`config.mk`:
```
export PLATFORM = sky130hd
export DESIGN_NAME = sdc_controller
export DESIGN_NICKNAME = d
export VERILOG_FILES = /design/src/rtl/sdc_pkg.sv /design/src/rtl/sdc_controller.sv
export SDC_FILE = /design/constraint.sdc
export NUM_CORES = 1
export LEC_CHECK = 0
export ABC_AREA = 1
export BUFFER_PORTS_ARGS = -buffer_cell sky130_fd_sc_hd__buf_2
export CORE_MARGIN = 1
export CORE_UTILIZATION = 40
export CTS_CLUSTER_SIZE = 28
export DETAILED_ROUTE_END_ITERATION = 8
export PLACE_DENSITY_LB_ADDON = 0.05
export SYNTH_ARGS = -nofsm -noshare
export SYNTH_HDL_FRONTEND = slang
export SYNTH_SLANG_ARGS = --single-unit
export TNS_END_PERCENT = 100
```
`constraint.sdc`:
```
create_clock -name clock -period 3.05 [get_ports clock]
set_clock_uncertainty 0.15 [all_clocks]
set_input_delay 0.61 -clock clock [delete_from_list [all_inputs] [get_ports clock]]
set_output_delay 0.61 -clock clock [all_outputs]
set_load 0.1 [all_outputs]
```
`src/rtl/sdc_pkg.sv`:
```
// ----------------------------------------------------------------------------
// sdc_pkg: shared types and constants of the sequence dedup cache
// Operation and status codes, default sizes, and the command and status
// bundles between the controller and the datapath.
// ----------------------------------------------------------------------------
package sdc_pkg;

   localparam int SDC_MAX_ENTRIES  = 256;
   localparam int SDC_MAX_CHILDREN = 256;

   localparam int DESC_W   = 16;
   localparam int ID_W     = 16;
   localparam int OP_W     = 2;
   localparam int STATUS_W = 3;

   typedef enum logic [OP_W-1:0] {
      OP_CLEAR  = 2'd0,
      OP_STORE  = 2'd1,
      OP_SEARCH = 2'd2
   } op_type;

   typedef enum logic [STATUS_W-1:0] {
      ST_FOUND     = 3'd0,
      ST_NOT_FOUND = 3'd1,
      ST_STORED    = 3'd2,
      ST_FULL      = 3'd3,
      ST_TOO_LONG  = 3'd4
   } status_type;

   // Commands from the controller to the datapath.
   typedef struct packed {
      logic       capture;
      logic       clear;
      logic       exec;
      logic       commit;
      logic       srch_init;
      logic       entry_step;
      logic       elem_step;
      logic       result_load;
      status_type result_status;
   } cmd_type;

   // Status from the datapath to the controller.
   typedef struct packed {
      logic [OP_W-1:0] op;
      logic            last;
      logic            too_long;
      logic            full;
      logic            entry_end;
      logic            len_match;
      logic            elem_match;
      logic            elem_end;
      logic            rsp_busy;
   } dp_status_type;

endpackage

```
`src/rtl/sdc_controller.sv`:
```
// ----------------------------------------------------------------------------
// sdc_controller: sequencing of the dedup cache
// Accepts an item, executes it, and for a search walks the stored entries
// one length check and one element compare at a time.
// ----------------------------------------------------------------------------
module sdc_controller
   import sdc_pkg::*;
(
   input  logic          clock,
   input  logic          reset,
   input  logic          req_tvalid,
   output logic          req_tready,
   input  dp_status_type sts,
   output cmd_type       cmd
);

   typedef enum logic [2:0] {
      IDLE,
      EXEC,
      LEN_RD,
      LEN_CHK,
      EL_RD,
      EL_CHK,
      RESULT
   } state_type;

   state_type  state_ff;
   state_type  state_in;
   status_type result_ff;
   status_type result_in;

   always_comb begin
      state_in          = state_ff;
      result_in         = result_ff;
      cmd               = '0;
      cmd.result_status = result_ff;
      unique case (state_ff)
         IDLE: begin
            if (req_tvalid) begin
               cmd.capture = 1'b1;
               state_in    = EXEC;
            end
         end
         EXEC: begin
            unique case (sts.op) inside
               OP_CLEAR: begin
                  cmd.clear = 1'b1;
                  state_in  = IDLE;
               end
               OP_STORE, OP_SEARCH: begin
                  cmd.exec = 1'b1;
                  if (!sts.last) begin
                     state_in = IDLE;
                  end else if (sts.too_long) begin
                     result_in = ST_TOO_LONG;
                     state_in  = RESULT;
                  end else if (sts.op == OP_STORE) begin
                     if (sts.full) begin
                        result_in = ST_FULL;
                     end else begin
                        cmd.commit = 1'b1;
                        result_in  = ST_STORED;
                     end
                     state_in = RESULT;
                  end else begin
                     cmd.srch_init = 1'b1;
                     state_in      = LEN_RD;
                  end
               end
               default: begin
                  state_in = IDLE;
               end
            endcase
         end
         LEN_RD: begin
            if (sts.entry_end) begin
               result_in = ST_NOT_FOUND;
               state_in  = RESULT;
            end else begin
               state_in = LEN_CHK;
            end
         end
         LEN_CHK: begin
            if (sts.len_match) begin
               state_in = EL_CHK;
            end else begin
               cmd.entry_step = 1'b1;
               state_in       = LEN_RD;
            end
         end
         EL_RD: begin
            state_in = EL_CHK;
         end
         EL_CHK: begin
            if (!sts.elem_match) begin
               cmd.entry_step = 1'b1;
               state_in       = LEN_RD;
            end else if (sts.elem_end) begin
               result_in = ST_FOUND;
               state_in  = RESULT;
            end else begin
               cmd.elem_step = 1'b1;
               state_in      = EL_RD;
            end
         end
         RESULT: begin
            if (!sts.rsp_busy) begin
               cmd.result_load = 1'b1;
               state_in        = IDLE;
            end
         end
         default: begin
            state_in = IDLE;
         end
      endcase
   end

   always_ff @(posedge clock) begin
      if (reset) begin
         state_ff  <= IDLE;
         result_ff <= ST_NOT_FOUND;
      end else begin
         state_ff  <= state_in;
         result_ff <= result_in;
      end
   end

   assign req_tready = (state_ff == IDLE);

endmodule

```
Word-level counts from Yosys, hierarchy flattened
Cells that the tools add are included.
- register bits after elaboration: 6
- output and inout bits: 12
- muxes and demuxes: 38
- reduce and logical (&&, ||, !) cells: 6
- equality and inequality tests: 16
- operators by type and width (operator ; count):
    $mux W3 ; 17
    $pmux W3 S7 ; 1
    $mux W1 ; 14
    $ne A2 B2 Y1 const B ; 6
    $eq A3 B3 Y1 const B ; 3
    $pmux W3 S3 ; 1
    $reduce_and A7 Y1 ; 1
    $eq A3 B2 Y1 const B ; 2
    $mux W2 ; 3
    $mux W4 ; 1
    $eq A3 B1 Y1 const B ; 1
    $logic_not A3 Y1 ; 1
    $ne A3 B3 Y1 const B ; 1
    $reduce_bool A3 Y1 ; 1
    $eq A2 B1 Y1 const B ; 1
    $eq A2 B2 Y1 const B ; 1
    $logic_not A2 Y1 ; 1
    $ne A2 B1 Y1 const B ; 1
    $pmux W1 S2 ; 1
    $reduce_and A2 Y1 ; 1
    $reduce_or A2 Y1 ; 1

Depth between registers and ports, before layout
- word-level depth: 6
- mapped depth: 9
- depth with buffers taken out: 9

Worst setup path before layout
Ideal clock, no wire load.
- path type: input to output
- from: in sts[0] (netlist bit)
- to: out cmd[3] (netlist bit)
- data required time: 2.290 ns
- arrival: 3.569 ns
- buffers on the path: 0
- stages: 1
- setup slack: -1.279 ns
- cell sequence: nor4_1
- word-level cells in the longest chain between the ends: 2
- RTL lines (item ; line ; source):
    start, declared ; sdc_controller.sv:13 ; input dp_status_type sts,
    $mux W1 ; sdc_controller.sv:107 ; if (!sts.rsp_busy) begin
    $mux W1 ; sdc_controller.sv:37 ; unique case (state_ff)
    end, declared ; sdc_controller.sv:14 ; output cmd_type cmd
No other way between the ends.

==> flow_summary.ini <==
[outcome]
status = completed

[final_layout]
instances_no_fill = 122
num-fill-cells = 108
diodes = 0
utilization = 0.6829
multi_input_area_sq_um = 420.4
fin_nets = 125
final_cell_mix = 23 x buf_2, 13 x nand2_1, 11 x nor2_1
regArea_sq_um = 120.1
drive_gt1_frac = 0.4630
final_common_cell = buf_2
area_growth_pct = 51.32

[timing]
min_period_ns = 2.714
final_max_slew_viol_count = 0
hold_slack_ns = 0.3323
min_period_over_period = 0.8897
max_clock_freq_ghz = 0.3685
setup_violations = 0
tightest_slew_ns = 0.4864
finalWorstSetupSlack_ns = 0.3364
max_slew_margin = 0.6780
hold_viol_final = 0
rsz0062_at_grt = no

[min_path]
hold_path_end = result_ff[1]
hold_start = result_ff[1]
whs_path_depth = 2
hp-class = reg2reg

[worst_setup_path]
worstPathMaxFanout = 8
worstReg2RegEnd = result_ff[0]
path_cells = nand2_2, nor2_1, nand2_8, inv_16, nand2_8, nor4_4, buf_12
cp_num_cells = 7
start_kind = flop
regToRegStartpoint = state_ff[0]
reg2regPathDepth = 7
cpLargestDelayFamily = simple AND/OR/NAND/NOR gates
path_common_cell = nand2_8
crit_buf_inv = 2
crit_type = reg2out
reg2reg_slack_ns = 1.41
cp.required_ns = 2.29
slowest_stage = dfxtp_1
cpPeakStageDelay_ns = 0.49
crit_path_end_kind = primary output
worstPathArrival_ns = 1.95

[routing]
drt_wl_total_mm = 1.207
drtIter0Drc = 17
antenna_left = 0
drc = 0
firstDrtPassIters = 4
wire_per_inst_um = 9.893
vias = 615
viasPerCell = 5.041

[floorplanning]
die_y_um = 38.12
std_cell_rows = 12
initial_core_util = 0.4513
io_pins = 25
dieArea_sq_um = 1453
core_region_area_sq_um = 1156
fp.dieW_um = 38.12

[global_routing]
grt_max_degree = 9
gr-usage-all-layers = 0.2000
grt_pass1_wl_mm = 2.001
antenna_found_initial = 0
grt-ovfl-total = 0
grt_pass1_vias = 533

[yosys]
avgSynthCellArea_sq_um = 6.363
ys_ff_latch = 6
ys_types = 23
synthesis.nets = 97
syn-instance-count = 82
seq_area_frac_synth = 0.2302
synth_area_sq_um = 521.8
yosysWarningCount = 0

[cts]
numCtsBuffers = 3
clockBufferDepth = 2
cts_hold_buf = 0
htreeDepth = 1
cts-root-buf = clkbuf_4
cts_tree = done
cts_setup_buffers = 0
clk_pin_slew_ns = 0.04
cts_resized = 0
clock-sinks = 6
clk_latency_ns = 0.24

[place]
dp_hpwl_mm = 1.030
dpl.cell_count = 119
post-place-ws_ns = 0.4878
io_buffers = 24
gp_congestion = 0.8288

[job]
drv_cap = 0

[power]
ir_drop_uv = 341.7
p_leak_uw = 0.0003827
cellPowerDensity_nw_per_um2 = 524.6
==> cell usage after synthesis <==
library cell  number  share of area
nor3_1             2          0.019
nand3_1            8          0.077
nor2_1            11          0.079
nand2_2            5          0.060
ha_1               2          0.048
dfxtp_1            6           0.23
nand2_4            1          0.022
o21ai_0            3          0.029
a21oi_2            1          0.017
inv_1             11          0.079
nor3b_1            1          0.014
nor3_2             1          0.019
nor4_2             1          0.024
inv_2              3          0.022
o32ai_1            1          0.017
nand2_1           13          0.094
a21oi_1            4          0.038
buf_4              1          0.014
nand4_1            1          0.012
nor2_2             2          0.024
nor4_1             1          0.012
a31oi_1            1          0.012
nand3_2            2          0.038
==> worst max-delay path by stage <==
stage	from	end	slack, ns
finish	state_ff[0]	cmd[7]	0.34
global route	state_ff[0]	cmd[7]	0.21
CTS	state_ff[0]	cmd[7]	0.32
detailed placement	sts[8]	cmd[7]	0.49
global placement	sts[8]	cmd[7]	0.51
floorplan	sts[0]	cmd[3]	-0.07
==> metrics by stage <==
| step | area (sq um) | power, uW | setup TNS, ns |
|---|---|---|---|
| 5_1_grt | 789.5 | 434.8 | 0 |
| 3_5_place_dp | 767.0 | 345.1 | 0 |
| 2_1_floorplan | 621.8 | 306.4 | -0.07121 |
| 4_1_cts | 789.5 | 417.0 | 0 |
| 6_report | 789.5 | 414.2 | 0 |
| 3_3_place_gp | 767.0 | 342.9 | 0 |
==> state kept, by name (all words and copies together), names as in the netlist <==
name       flops
state_ff       3
result_ff      3
==> worst reg2reg max path: cells and delay by family, from the launching register on <==
kind          cells  cell delay, ns
simple gates      7            0.88
flops             1            0.49
==> routing by layer <==
layer	GRT usage	wire (um)	vias up
met5	0	0	-
met4	0.1339	36	0
met3	0.03488	79	6
met2	0.3263	570	21
met1	0.2357	520	268
li1	-	-	320
==> report_power, final <==
group	internal (uW)	switching (uW)	leakage (uW)	total (uW)
sequential	90.1	12.4	0.0000492	102
combinational	51.2	190	0.000320	241
clock	44.3	26.1	0.0000138	70.4
==> logic make-up (layout without fill, tap and decap cells) <==
family,after synthesis,after routing,share of synthesized area
AND/OR/NAND/NOR,49,49,0.4940
buffers and inverters,15,41,0.1151
AO/OA/AOI/OAI,10,10,0.1127
flip-flops,6,6,0.2302
adder cells (fa/ha/maj),2,2,0.04795
==> cell type report <==
class	count	share of cell area
Inverter	14	0.09350
Clock buffer	3	0.02853
Timing Repair Buffer	24	0.1712
Tap cell	14	0.02219
Sequential cell	6	0.1521
Multi-Input combinational cell	61	0.5325
No activity file was read; power rests on OpenSTA's default activity.
